[src/rtl/gdm_pkg.sv]
// Shared types and constants for the graph degree min/max block.
// Holds the request, result and internal command formats and the register map.
// Depends on nothing; gdm_front, gdm_back and the top module import it.
package gdm_pkg;

  localparam int MAX_VERTICES_DEF = 64;
  localparam int Q_DEPTH          = 2;

  localparam int VTX_W = 6;
  localparam int DEG_W = 7;
  localparam int CNT_W = 7;
  localparam int NV_W  = 7;

  localparam logic [NV_W-1:0] NV_RESET = 7'd64;

  localparam int PADDR_W = 2;
  localparam int PDATA_W = 32;
  localparam logic [PADDR_W-1:0] ADDR_NUM_VERTICES = 2'd0;

  typedef enum logic [1:0] {
    REQ_INSERT  = 2'd0,
    REQ_ANALYSE = 2'd1,
    REQ_QUERY   = 2'd2,
    REQ_CLEAR   = 2'd3
  } req_kind_t;

  typedef struct packed {
    logic [1:0]       req_type;
    logic [VTX_W-1:0] vertex_a;
    logic [VTX_W-1:0] vertex_b;
  } req_t;

  typedef struct packed {
    logic             status;
    logic [DEG_W-1:0] min_degree;
    logic [DEG_W-1:0] max_degree;
    logic [CNT_W-1:0] min_count;
    logic [CNT_W-1:0] max_count;
    logic [DEG_W-1:0] vertex_degree;
    logic             vertex_is_min;
    logic             vertex_is_max;
  } res_t;

  // classified request, as queued between front and back
  typedef struct packed {
    req_kind_t        kind;
    logic [VTX_W-1:0] a;
    logic [VTX_W-1:0] b;
    logic             bad;
    logic [NV_W-1:0]  n;
  } cmd_t;

endpackage

[src/rtl/gdm_front.sv]
// Front end: configuration register and request classification.
// Clamps the vertex count, flags out-of-range vertices; uses gdm_pkg.
module gdm_front
  import gdm_pkg::*;
#(
  parameter int MAX_VERTICES = MAX_VERTICES_DEF
) (
  input  logic               clk,
  input  logic               rst,
  input  logic               psel,
  input  logic               penable,
  input  logic               pwrite,
  input  logic [PADDR_W-1:0] paddr,
  input  logic [PDATA_W-1:0] pwdata,
  output logic [PDATA_W-1:0] prdata,
  output logic               pready,
  input  req_t               request,
  output cmd_t               cmd
);

  logic [NV_W-1:0] num_vertices;
  logic [NV_W-1:0] n_use;
  req_kind_t       kind;
  logic            a_out;
  logic            b_out;

  always_ff @(posedge clk) begin
    if (rst) begin
      num_vertices <= NV_RESET;
    end else if (psel && penable && pwrite && paddr == ADDR_NUM_VERTICES) begin
      num_vertices <= pwdata[NV_W-1:0];
    end
  end

  assign pready = 1'b1;
  assign prdata = (paddr == ADDR_NUM_VERTICES) ? PDATA_W'(num_vertices) : '0;

  // zero acts as one vertex, anything above the array size as the array size
  always_comb begin
    priority if (num_vertices == '0) begin
      n_use = NV_W'(1);
    end else if (32'(num_vertices) > MAX_VERTICES) begin
      n_use = NV_W'(MAX_VERTICES);
    end else begin
      n_use = num_vertices;
    end
  end

  assign kind  = req_kind_t'(request.req_type);
  assign a_out = NV_W'(request.vertex_a) >= n_use;
  assign b_out = NV_W'(request.vertex_b) >= n_use;

  always_comb begin
    cmd.kind = kind;
    cmd.a    = request.vertex_a;
    cmd.b    = request.vertex_b;
    cmd.n    = n_use;
    unique case (kind)
      REQ_INSERT:  cmd.bad = a_out || b_out;
      REQ_QUERY:   cmd.bad = a_out;
      REQ_ANALYSE: cmd.bad = 1'b0;
      REQ_CLEAR:   cmd.bad = 1'b0;
      default:     cmd.bad = 1'b0;
    endcase
  end

endmodule

[config.mk]
export PLATFORM = sky130hd
export DESIGN_NAME = gdm_front
export DESIGN_NICKNAME = d
export VERILOG_FILES = /design/src/rtl/gdm_pkg.sv /design/src/rtl/gdm_front.sv
export SDC_FILE = /design/constraint.sdc
export NUM_CORES = 1
export LEC_CHECK = 0
export ABC_AREA = 1
export BUFFER_PORTS_ARGS = -buffer_cell sky130_fd_sc_hd__buf_2
export CAP_MARGIN = 30
export CORE_MARGIN = 3
export CORE_UTILIZATION = 38
export DETAILED_ROUTE_END_ITERATION = 8
export PLACE_DENSITY_LB_ADDON = 0.3
export SLEW_MARGIN = 5
export SYNTH_ARGS = -nofsm -noshare
export SYNTH_HDL_FRONTEND = slang
export SYNTH_SLANG_ARGS = --single-unit
[constraint.sdc]
create_clock -name clk -period 3.9 [get_ports clk]
set_clock_uncertainty 0.1 [all_clocks]
set_input_delay 0.585 -clock clk [delete_from_list [all_inputs] [get_ports clk]]
set_output_delay 0.585 -clock clk [all_outputs]
set_load 0.03 [all_outputs]
==> results.md <==
• **Synth cell types** 24
• **Hold Path Sink** num_vertices[5]$_SDFFE_PP0P_
• **Final Critical Period** 2.871 ns
• **standard-cell row count** 18
• **routability cong.** 0.7110
• **post-synthesis area per instance** 6.747 sq um
• **cell area after synthesis** 1032 sq um
• **power density over cell area** 210.4 nW/um^2
• **number of antenna violations at the first check in global routing** 0
• **number of gates resized after CTS** 0
• **cell count after synthesis** 153
• **maximum ir drop on the vdd rail** 0.1484 mV
• **total of buffers placed on input and output ports** 56
• **total global-route track usage** 0.1045
• **IO Count** 108
• **number of clock sinks seen by CTS** 7
• **share of final-layout standard cells stronger than drive strength 1** 0.3454
• **Synth Flop Type** sky130_fd_sc_hd__dfxtp_1
• **Worst EP arrival** 2.19 ns
• **RSZ-0062 raised after global routing** no
• **largest net degree at the start of global routing** 15
• **Root Buffer** sky130_fd_sc_hd__clkbuf_4
• **category of the most critical setup path** flip-flop to output port
• **width of the die** 58.12 um
• **via count of the first global-routing pass** 673
• **Detailed Place HPWL** 1.736 mm
• **critical-path maximum fanout** 12
• **area of the placeable core** 2522 sq um
• **flip-flop and latch count after synthesis** 7
• **Diodes inserted** 0
• **largest reg by FF count** num_vertices
• **run status** finished, final reports clean
• **Async SR Flop Fraction** 0
• **Final #Nets** 260
• **violation count after the first detailed-routing iteration** 6
• **most numerous cell types in the synthesized netlist** sky130_fd_sc_hd__buf_4, sky130_fd_sc_hd__inv_1, sky130_fd_sc_hd__nand2_1
• **share of the clock period used by the worst path after layout** 0.7362
• **Clock Latency Late Sink** 0.25 ns
• **Worst Reg-to-Reg Cells** 2
• **CTS H-tree depth** 1
• **Chip Height** 58.12 um
• **required time of the critical path** 3.21 ns
• **routed wire length** 1.913 mm
• **portion of the post-synthesis area used by sequential elements** 0.1358
• **drt via density** 4.027
• **Die ar.** 3378 sq um
• **register clock-pin slew on the reported worst setup and hold paths** 0.05 ns
• **final setup TNS** 0 ns
• **biggest regs** num_vertices: 7 flops
• **Ys Warns** 0
• **CTS tree** done
• **Post-CTS Setup Repair Bufs** 0
• **Slew Viols, Final** 0
• **class of the tightest hold or removal check** flip-flop to flip-flop
• **Final setup violation count** 0
• **number of buffers inserted for hold repair after clock tree synthesis** 0
• **leading cell type by number of instances after synthesis** sky130_fd_sc_hd__buf_4
• **area occupied by multi-input gates** 571.8 sq um
• **hold depth** 2
• **detailed-routing iteration count for the pre-antenna-repair pass** 4
• **hold wc startpoint** num_vertices[5]$_SDFFE_PP0P_
• **starting density of the core** 0.4092
• **Final Hold Fails** 0
• **Post-synth EDFFs** 0
• **number of buffers added by the clock tree synthesis step** 3
• **first-pass GRT wire length** 2.801 mm
• **leading post-synthesis cells by cell area** sky130_fd_sc_hd__buf_4, sky130_fd_sc_hd__ha_1, sky130_fd_sc_hd__dfxtp_1
• **total via count in the routed design** 902
• **element type at the critical path start** flip-flop
• **Synth area leader** sky130_fd_sc_hd__buf_4
• **remaining design rule violation count** 0
• **register area** 140.1 sq um
• **number of nets still failing antenna checks after routing** 0
• **smallest hold slack** 0.3920 ns
• **number of filler cells placed in the layout** 287
• **number of flip-flops in the largest register** 7
• **count of maximum capacitance violations** 0
• **Congestion Overflow GR** 0
• **Synth top area share** 0.2909
• **Critical Path Sink Type** output port
• **Routed WL per cell** 8.540 um
• **leakage power** 0.6744 nW
• **signed area change from the synthesized netlist to the final layout** 11.03%
• **setup slack on the worst flop-to-flop path** 2.98 ns
• **maximum clock path buffer count** 2
• **launch point of the worst reg-to-reg path** num_vertices[6]$_SDFFE_PP1P_
• **highest clock rate** 348.3 MHz
• **R2R Path End** num_vertices[6]$_SDFFE_PP1P_
## where the power goes
| group | switching, W | leakage (nW) | total, W | internal, W |
|---|---|---|---|---|
| sequential | 0.00000144 | 0.0567 | 0.0000747 | 0.0000733 |
| clock | 0.0000250 | 0.0150 | 0.0000640 | 0.0000389 |
| combinational | 0.0000765 | 0.603 | 0.000102 | 0.0000259 |
## cell families (layout without fill, tap and decap cells)
kind of cell               Yosys count  after routing  share of synthesized area
DFF                                  7              7                     0.1358
other                                2             26                   0.007275
adders and majority gates           12             12                     0.1455
and+or+nand+nor                     47             47                     0.2073
AOI/OAI and AO/OA                   18             18                     0.1067
buffers and inverters               67             84                     0.3976
## layout make-up
type	instances	share of cell area
Multi-Input combinational cell	103	0.4989
Clock buffer	4	0.02293
Sequential cell	7	0.1223
Timing Repair Buffer	56	0.2445
Inverter	24	0.07860
Tap cell	30	0.03275
## metrics by stage
step           instances  instance area, sq um    util  setup slack (ns)  total power (W)
2_1_floorplan        177                  1122       -             1.220        0.0001818
6_report             224                  1146  0.4544             1.029        0.0002411
4_1_cts              224                  1146  0.4544            0.9760        0.0002430
3_5_place_dp         220                  1120  0.4439             1.255        0.0001788
5_1_grt              224                  1146  0.4544            0.7229        0.0002559
3_3_place_gp         220                  1120  0.4439             1.254        0.0001783
## layer usage
| layer | GRT usage | routed length [um] |
|---|---|---|
| met5 | 0 | 0 |
| met1 | 0.1245 | 757 |
| met4 | 0.03974 | 23 |
| met3 | 0.01559 | 247 |
| met2 | 0.1871 | 885 |
## worst max-delay path: stages (launching register included)
cell and delay [ns]:
sky130_fd_sc_hd__dfxtp_1 0.56, sky130_fd_sc_hd__inv_1 0.20, sky130_fd_sc_hd__nand3_1 0.12, sky130_fd_sc_hd__nand2_1 0.10
sky130_fd_sc_hd__ha_1 0.29, sky130_fd_sc_hd__inv_1 0.03, sky130_fd_sc_hd__nand2_1 0.04, sky130_fd_sc_hd__nand2_1 0.05
sky130_fd_sc_hd__nand2_1 0.07, sky130_fd_sc_hd__nand2_1 0.05, sky130_fd_sc_hd__nand2_1 0.05, sky130_fd_sc_hd__nand2_1 0.05
sky130_fd_sc_hd__a21oi_2 0.11, sky130_fd_sc_hd__buf_2 0.20
## placed cells by master (no fill, tap or decap), types with 2 or more instances in the layout
| cell | instances |
|---|---|
| sky130_fd_sc_hd__nand3_1 | 2 |
| sky130_fd_sc_hd__inv_1 | 24 |
| sky130_fd_sc_hd__o21ai_0 | 4 |
| sky130_fd_sc_hd__buf_2 | 56 |
| sky130_fd_sc_hd__nor2_2 | 2 |
| sky130_fd_sc_hd__clkbuf_4 | 3 |
| sky130_fd_sc_hd__nand2_1 | 21 |
| sky130_fd_sc_hd__conb_1 | 26 |
| sky130_fd_sc_hd__nor3_2 | 2 |
| sky130_fd_sc_hd__ha_1 | 12 |
| sky130_fd_sc_hd__o21ai_1 | 2 |
| sky130_fd_sc_hd__a21oi_1 | 8 |
| sky130_fd_sc_hd__nor2_1 | 16 |
| sky130_fd_sc_hd__dfxtp_1 | 7 |
## worst max path at each step
stage / from / endpoint / slack, ns / cells after the start
2_1_floorplan: num_vertices[6]$_SDFFE_PP1P_ / cmd[7] / 1.22 / 10
3_3_place_gp: num_vertices[6]$_SDFFE_PP1P_ / cmd[7] / 1.25 / 13
3_5_place_dp: num_vertices[6]$_SDFFE_PP1P_ / cmd[7] / 1.26 / 13
4_1_cts: num_vertices[6]$_SDFFE_PP1P_ / cmd[7] / 0.98 / 13
5_1_grt: num_vertices[6]$_SDFFE_PP1P_ / cmd[7] / 0.72 / 13
6_report: num_vertices[6]$_SDFFE_PP1P_ / cmd[7] / 1.03 / 13
(Power assumes the default switching activity.)
