--- src/rtl/gdm_fifo.sv ---
// Small synchronous queue of fixed-width words.
// Used for the command queue and the result queue; no package dependency.
module gdm_fifo #(
  parameter int WIDTH = 8,
  parameter int DEPTH = 2
) (
  input  logic             clk,
  input  logic             rst,
  input  logic             push,
  output logic             full,
  input  logic [WIDTH-1:0] din,
  input  logic             pop,
  output logic             empty,
  output logic [WIDTH-1:0] dout
);

  localparam int PW = (DEPTH > 1) ? $clog2(DEPTH) : 1;
  localparam int CW = $clog2(DEPTH + 1);

  logic [WIDTH-1:0] mem [DEPTH];
  logic [PW-1:0]    wr_ptr;
  logic [PW-1:0]    rd_ptr;
  logic [CW-1:0]    count;
  logic             do_push;
  logic             do_pop;

  assign full    = (count == CW'(DEPTH));
  assign empty   = (count == '0);
  assign do_push = push && !full;
  assign do_pop  = pop && !empty;
  assign dout    = mem[rd_ptr];

  always_ff @(posedge clk) begin
    if (rst) begin
      wr_ptr <= '0;
      rd_ptr <= '0;
      count  <= '0;
    end else begin
      if (do_push) begin
        wr_ptr <= (wr_ptr == PW'(DEPTH - 1)) ? '0 : wr_ptr + PW'(1);
      end
      if (do_pop) begin
        rd_ptr <= (rd_ptr == PW'(DEPTH - 1)) ? '0 : rd_ptr + PW'(1);
      end
      if (do_push && !do_pop) begin
        count <= count + CW'(1);
      end else if (do_pop && !do_push) begin
        count <= count - CW'(1);
      end
    end
  end

  always_ff @(posedge clk) begin
    if (do_push) begin
      mem[wr_ptr] <= din;
    end
  end

endmodule

--- config.mk ---
export PLATFORM = sky130hd
export DESIGN_NAME = gdm_fifo
export DESIGN_NICKNAME = d
export VERILOG_FILES = /design/src/rtl/gdm_fifo.sv
export SDC_FILE = /design/constraint.sdc
export NUM_CORES = 1
export LEC_CHECK = 0
export BUFFER_PORTS_ARGS = -buffer_cell sky130_fd_sc_hd__buf_2
export CAP_MARGIN = 20
export CORE_UTILIZATION = 52
export CTS_CLUSTER_DIAMETER = 150
export DETAILED_ROUTE_END_ITERATION = 8
export PLACE_DENSITY = 0.77
export SETUP_SLACK_MARGIN = 0.3
export SYNTH_ARGS = -nofsm -noshare
export SYNTH_HDL_FRONTEND = slang
export SYNTH_SLANG_ARGS = --single-unit
--- constraint.sdc ---
create_clock -name clk -period 2.54 [get_ports clk]
set_input_delay 0.508 -clock clk [delete_from_list [all_inputs] [get_ports clk]]
set_output_delay 0.508 -clock clk [all_outputs]
set_load 0.02 [all_outputs]
==> results.cfg, run 1 <==
[outcome]
outcome = finished, final reports clean

[synth]
syn_area_per_cell_sq_um = 15.9
syn_area_sq_um = 793
ys_types = 13
synth_edf_count = 16
ys_top_cells_by_count = edfxtp_1, mux2_2, dfxtp_1, nor2_1
yosysTopAreaCellShare_pct = 60.6
ys_seq_area_share_pct = 73.2
ys_top_cells_by_area = edfxtp_1, dfxtp_1, mux2_2, xor2_1, nor2_1
yosysWarnings = 0
synthFlopType = edfxtp_1
netlist_instances = 50
synth_most_common_cell = edfxtp_1
synth_async_sr_flop_share_pct = 0
ys_ff_latch = 21
synth_fp_nets = 63
synth_top_area_cell = edfxtp_1

[layout]
diodes = 0
area_growth_pct = 18.3
fillers = 100
nets = 88
layout.area.seq_sq_um = 581
drive_gt1_share_pct = 44.6
multi_input_area_sq_um = 200

[power_and_ir_drop]
swShare_pct = 33.3
p_int_mw = 0.635
total_power_mw = 0.951
power.leakage_nw = 0.378
p_clk_share_pct = 15.8
seq_power_share_pct = 50.9
ir_drop_v = 0.000730
p_per_area_mw_per_mm2 = 1010
p_sw_mw = 0.316
p_comb_share_pct = 33.3

[worst_setup_path]
critPathKind = flop to output port
start_kind = flop
critPathArrivalTime_ns = 1.36
required_ns = 2.03
path_max_fanout = 8
cpLargestDelayFamily = flip-flops
endpoint_kind = output port
critical_path.cell_chain = mux2_2 -> buf_2
critPathBufInv = 1
slowest_stage = dfxtp_1
critical_path.max_stage_delay_ns = 0.54
timing.rr.start = count[0]

[clock_network]
cts_root_buf = clkbuf_4
cts_hold_buffers = 0
cts_resized = 0
htree_levels = 1
clk-insertion-delay-late_ns = 0.29
cts_buffers = 3
cts_buffer_depth = 2
cts_tree = built
cts_setup_buffers = 0
clk_pin_slew_worst_paths_ns = 0.11
clock_sinks = 21

[die]
chipWidth_um = 41.1
die_area_sq_mm = 0.00169
start_util_pct = 58.1
die_y_um = 41.1
num_io_pins = 22
placementRows = 13
core_area_sq_mm = 0.00137

[placement]
gp_congestion = 0.691
io_buffers = 21
hpwl_um = 931

[worst_hold_path]
hold_path_class = input port to flop
min_from = din[1]

[grt]
antenna_found_initial = 0
grt_overflow_total = 0
grt_pass1_wl_um = 1850
grt_max_degree = 12
grtUsageTotal_pct = 17.6
grt_pass1_vias = 439

[route]
first_pass_iters = 4
vias = 459
final_antenna_net_count = 0
wl_um = 1210
routed_via_density = 5.16
drc = 0
wl_per_cell_um = 13.6
dr.first_iter.drc_count = 14

[timing]
hold_ws_ns = 0.399
fin_tns_setup_ns = 0
worst_pin_slew_ns = 0.356
min_period_ns = 1.87
slew_headroom_pct = 76.2
fin_crit_sh_pct = 73.7
final_max_slew_viol_count = 0
fmax_ghz = 0.534
clock_skew_ns = 0.00245
rsz0062_at_grt = no
finalSetupViolCount = 0
hold_violations = 0

[job]
cap_violations = 0
-- cell type report --
cell class / instances / share of cell area (%)
Clock buffer: 4 / 2.80
Tap cell: 15 / 2.00
Timing Repair Buffer: 21 / 11.2
Multi-Input combinational cell: 26 / 21.3
Sequential cell: 21 / 61.9
Inverter: 2 / 0.800
-- power groups by stage --
stage                     Combinational, mW  Clock, mW  Sequential [mW]
after detailed placement              0.317          0            0.495
after floorplan                       0.248          0            0.468
after global routing                  0.351      0.161            0.495
final                                 0.317      0.150            0.484
after CTS                             0.319      0.150            0.486
after global placement                0.307          0            0.490
-- cell usage in the layout, fill, tap and decap left out, drive strengths merged --
master,count
a21oi,2
and2,1
buf,21
clkbuf,4
dfxtp,5
edfxtp,16
ha,1
inv,2
mux2,8
nor2,5
nor2b,1
o21ai,3
or3,2
xor2,3
-- logic make-up (layout without fill, tap and decap cells) --
| family | after synthesis | in the layout | synth area share, % |
|---|---|---|---|
| AO/OA/AOI/OAI | 5 | 5 | 3.15 |
| AND/OR/NAND/NOR | 9 | 9 | 5.84 |
| flip-flops | 21 | 21 | 73.2 |
| adder cells (fa/ha/maj) | 1 | 1 | 1.58 |
| multiplexers | 8 | 8 | 11.4 |
| XOR/XNOR | 3 | 3 | 3.31 |
| buffers and inverters | 3 | 27 | 1.58 |
-- state kept, by name, summed over array words and instances, names as in the netlist, named ones only --
| register | flops |
|---|---|
| mem | 16 |
| wr_ptr | 1 |
| rd_ptr | 1 |
| count | 2 |
-- per-layer routing --
layer  GRT usage, %  share of wire, %  up-vias
li1               -                 -      230
met1           20.1                42      215
met2           32.8                53       14
met3           4.89               4.8        0
met4           2.50                 0        0
met5              0                 0        -
-- final timing paths --
path | endpoint | slack, ns | depth (start not counted)
max | dout[6] | 0.67 | 2
min reg2reg | wr_ptr | 0.50 | 2
max reg2reg | count[1] | 0.96 | 4
min | mem[0][1] | 0.40 | 1
-- through the flow --
| stage | utilization, % | setup WS (ns) | cells | cell area (sq um) |
|---|---|---|---|---|
| after floorplan | - | 0.953 | 50 | 793 |
| after global placement | 66.8 | 0.933 | 85 | 912 |
| after detailed placement | 66.8 | 0.854 | 85 | 912 |
| after CTS | 68.7 | 0.650 | 89 | 938 |
| after global routing | 68.7 | 0.583 | 89 | 938 |
| final | 68.7 | 0.667 | 89 | 938 |
(Power assumes the default switching activity.)
==> run 2: changes to the inputs <==
--- a/config.mk
+++ b/config.mk
@@ -7,10 +7,10 @@
 export LEC_CHECK = 0
 export BUFFER_PORTS_ARGS = -buffer_cell sky130_fd_sc_hd__buf_2
 export CAP_MARGIN = 20
-export CORE_UTILIZATION = 52
+export CORE_UTILIZATION = 44
 export CTS_CLUSTER_DIAMETER = 150
 export DETAILED_ROUTE_END_ITERATION = 8
-export PLACE_DENSITY = 0.77
+export PLACE_DENSITY = 0.7
 export SETUP_SLACK_MARGIN = 0.3
 export SYNTH_ARGS = -nofsm -noshare
 export SYNTH_HDL_FRONTEND = slang
==> constraint.sdc (replaced) <==
create_clock -name clk -period 1.7 [get_ports clk]
set_input_delay 0.34 -clock clk [delete_from_list [all_inputs] [get_ports clk]]
set_output_delay 0.34 -clock clk [all_outputs]
set_load 0.02 [all_outputs]
==> run 2 against run 1 <==
Flip-flop and latch count unchanged. Core utilization grew 0.47 points. Combinational power is 130% higher. Critical endpoint is now dout[1]. Worst setup slack worse by 0.52 ns. Largest cell class unchanged. Clock power rose by 55%. Critical path type unchanged. Hold slack got worse by 0.17 ns. Clock skew grew 0.0030 ns.
==> results.cfg, run 2 (same netlist as run 1, synthesis figures left out) <==
[timing]
min_period_ns = 1.55
fin_crit_sh_pct = 91.4
finalSetupViolCount = 0
worst_pin_slew_ns = 0.219
rsz0062_at_grt = yes
fmax_ghz = 0.644
final_max_slew_viol_count = 0
hold_violations = 0
clock_skew_ns = 0.00543
slew_headroom_pct = 85.4
fin_tns_setup_ns = 0

[grt]
grt_overflow_total = 0
grt_pass1_vias = 424
grtUsageTotal_pct = 15.8
grt_pass1_wl_um = 2050
antenna_found_initial = 0
grt_max_degree = 12

[route]
dr.first_iter.drc_count = 11
wl_um = 1290
first_pass_iters = 3
routed_via_density = 4.74
final_antenna_net_count = 0
vias = 474
wl_per_cell_um = 12.9
drc = 0

[worst_setup_path]
timing.rr.start = count[1]
critPathBufInv = 1
critical_path.cell_chain = mux2_4 -> buf_6
critPathArrivalTime_ns = 1.21
endpoint_kind = output port
slowest_stage = dfxtp_4
path_max_fanout = 8
critPathKind = flop to output port
critical_path.max_stage_delay_ns = 0.46
start_kind = flop
cpLargestDelayFamily = flip-flops
required_ns = 1.36

[power_and_ir_drop]
ir_drop_v = 0.000993
total_power_mw = 1.72
p_per_area_mw_per_mm2 = 1560
power.leakage_nw = 0.443

[die]
die_area_sq_mm = 0.00198
chipWidth_um = 44.5
core_area_sq_mm = 0.00159
placementRows = 14
num_io_pins = 22
die_y_um = 44.5
start_util_pct = 49.8

[clock_network]
cts_buffer_depth = 2
cts_tree = built
cts_root_buf = clkbuf_4
clk-insertion-delay-late_ns = 0.30
clock_sinks = 21
htree_levels = 1
cts_buffers = 3
clk_pin_slew_worst_paths_ns = 0.11

[placement]
io_buffers = 21
gp_congestion = 0.682
place_inst = 94

[job]
cap_violations = 0

[worst_hold_path]
hold_path_class = input port to flop
min_from = din[7]

[layout]
nets = 90
top_regs = mem: 16 flops, count: 2 flops
largest_reg_flops = 16
area_growth_pct = 39.0
drive_gt1_share_pct = 57.9
fin_cells = 100
layout.area.seq_sq_um = 589
fillers = 108
mostFrequentLayoutCell = edfxtp_1
final_cell_mix = edfxtp_1, buf_2, buf_6
multi_input_area_sq_um = 263
diodes = 0
largest_register = mem

[outcome]
outcome = finished, final reports clean
## run 2: cell count changes in the layout (fill, tap and decap cells not counted), sizes merged
cell	delta
buf	+2
## run 2: stage by stage
step           hold WS, ns  worst slack [ns]  cell area (sq um)  util (%)
2_1_floorplan        0.402             0.236                801         -
4_1_cts              0.214             0.133               1060      66.8
6_report             0.224             0.146               1100      69.2
3_5_place_dp         0.486             0.170                931      58.4
5_1_grt              0.197            0.0955               1100      69.2
3_3_place_gp         0.467             0.252                931      58.4
## run 2: cell type report
type | count | area share, %
timing repair buffer | 23 | 16.9
sequential | 21 | 53.5
multi-input combinational | 26 | 23.8
clock buffer | 4 | 2.38
tap | 24 | 2.72
inverter | 2 | 0.681
## run 2: repair_timing
action	in CTS	in global routing
endpoints found under the setup margin	9	25
hold buffers	0	0
setup buffers	2	0
pin swaps	3	1
resized for setup	30	11
## run 2: per-layer routing
| metal | share of wire, % | global-route usage [%] |
|---|---|---|
| met1 | 44 | 19.2 |
| met3 | 4.3 | 6.53 |
| met4 | 0.77 | 9.09 |
| met5 | 0 | 0 |
| met2 | 51 | 23.5 |
## run 2: final timing paths
kind         slack [ns]  depth (start not counted)   endpoint
max                0.15                          2    dout[1]
min                0.22                          1  mem[0][7]
max reg2reg        0.28                          6   count[1]
min reg2reg        0.50                          2     wr_ptr
## run 2: report_power, final
| group | internal, mW | switching, mW | total, mW |
|---|---|---|---|
| Combinational | 0.407 | 0.316 | 0.723 |
| Clock | 0.0913 | 0.141 | 0.232 |
| Sequential | 0.670 | 0.0954 | 0.765 |
| Total | 1.17 | 0.552 | 1.72 |
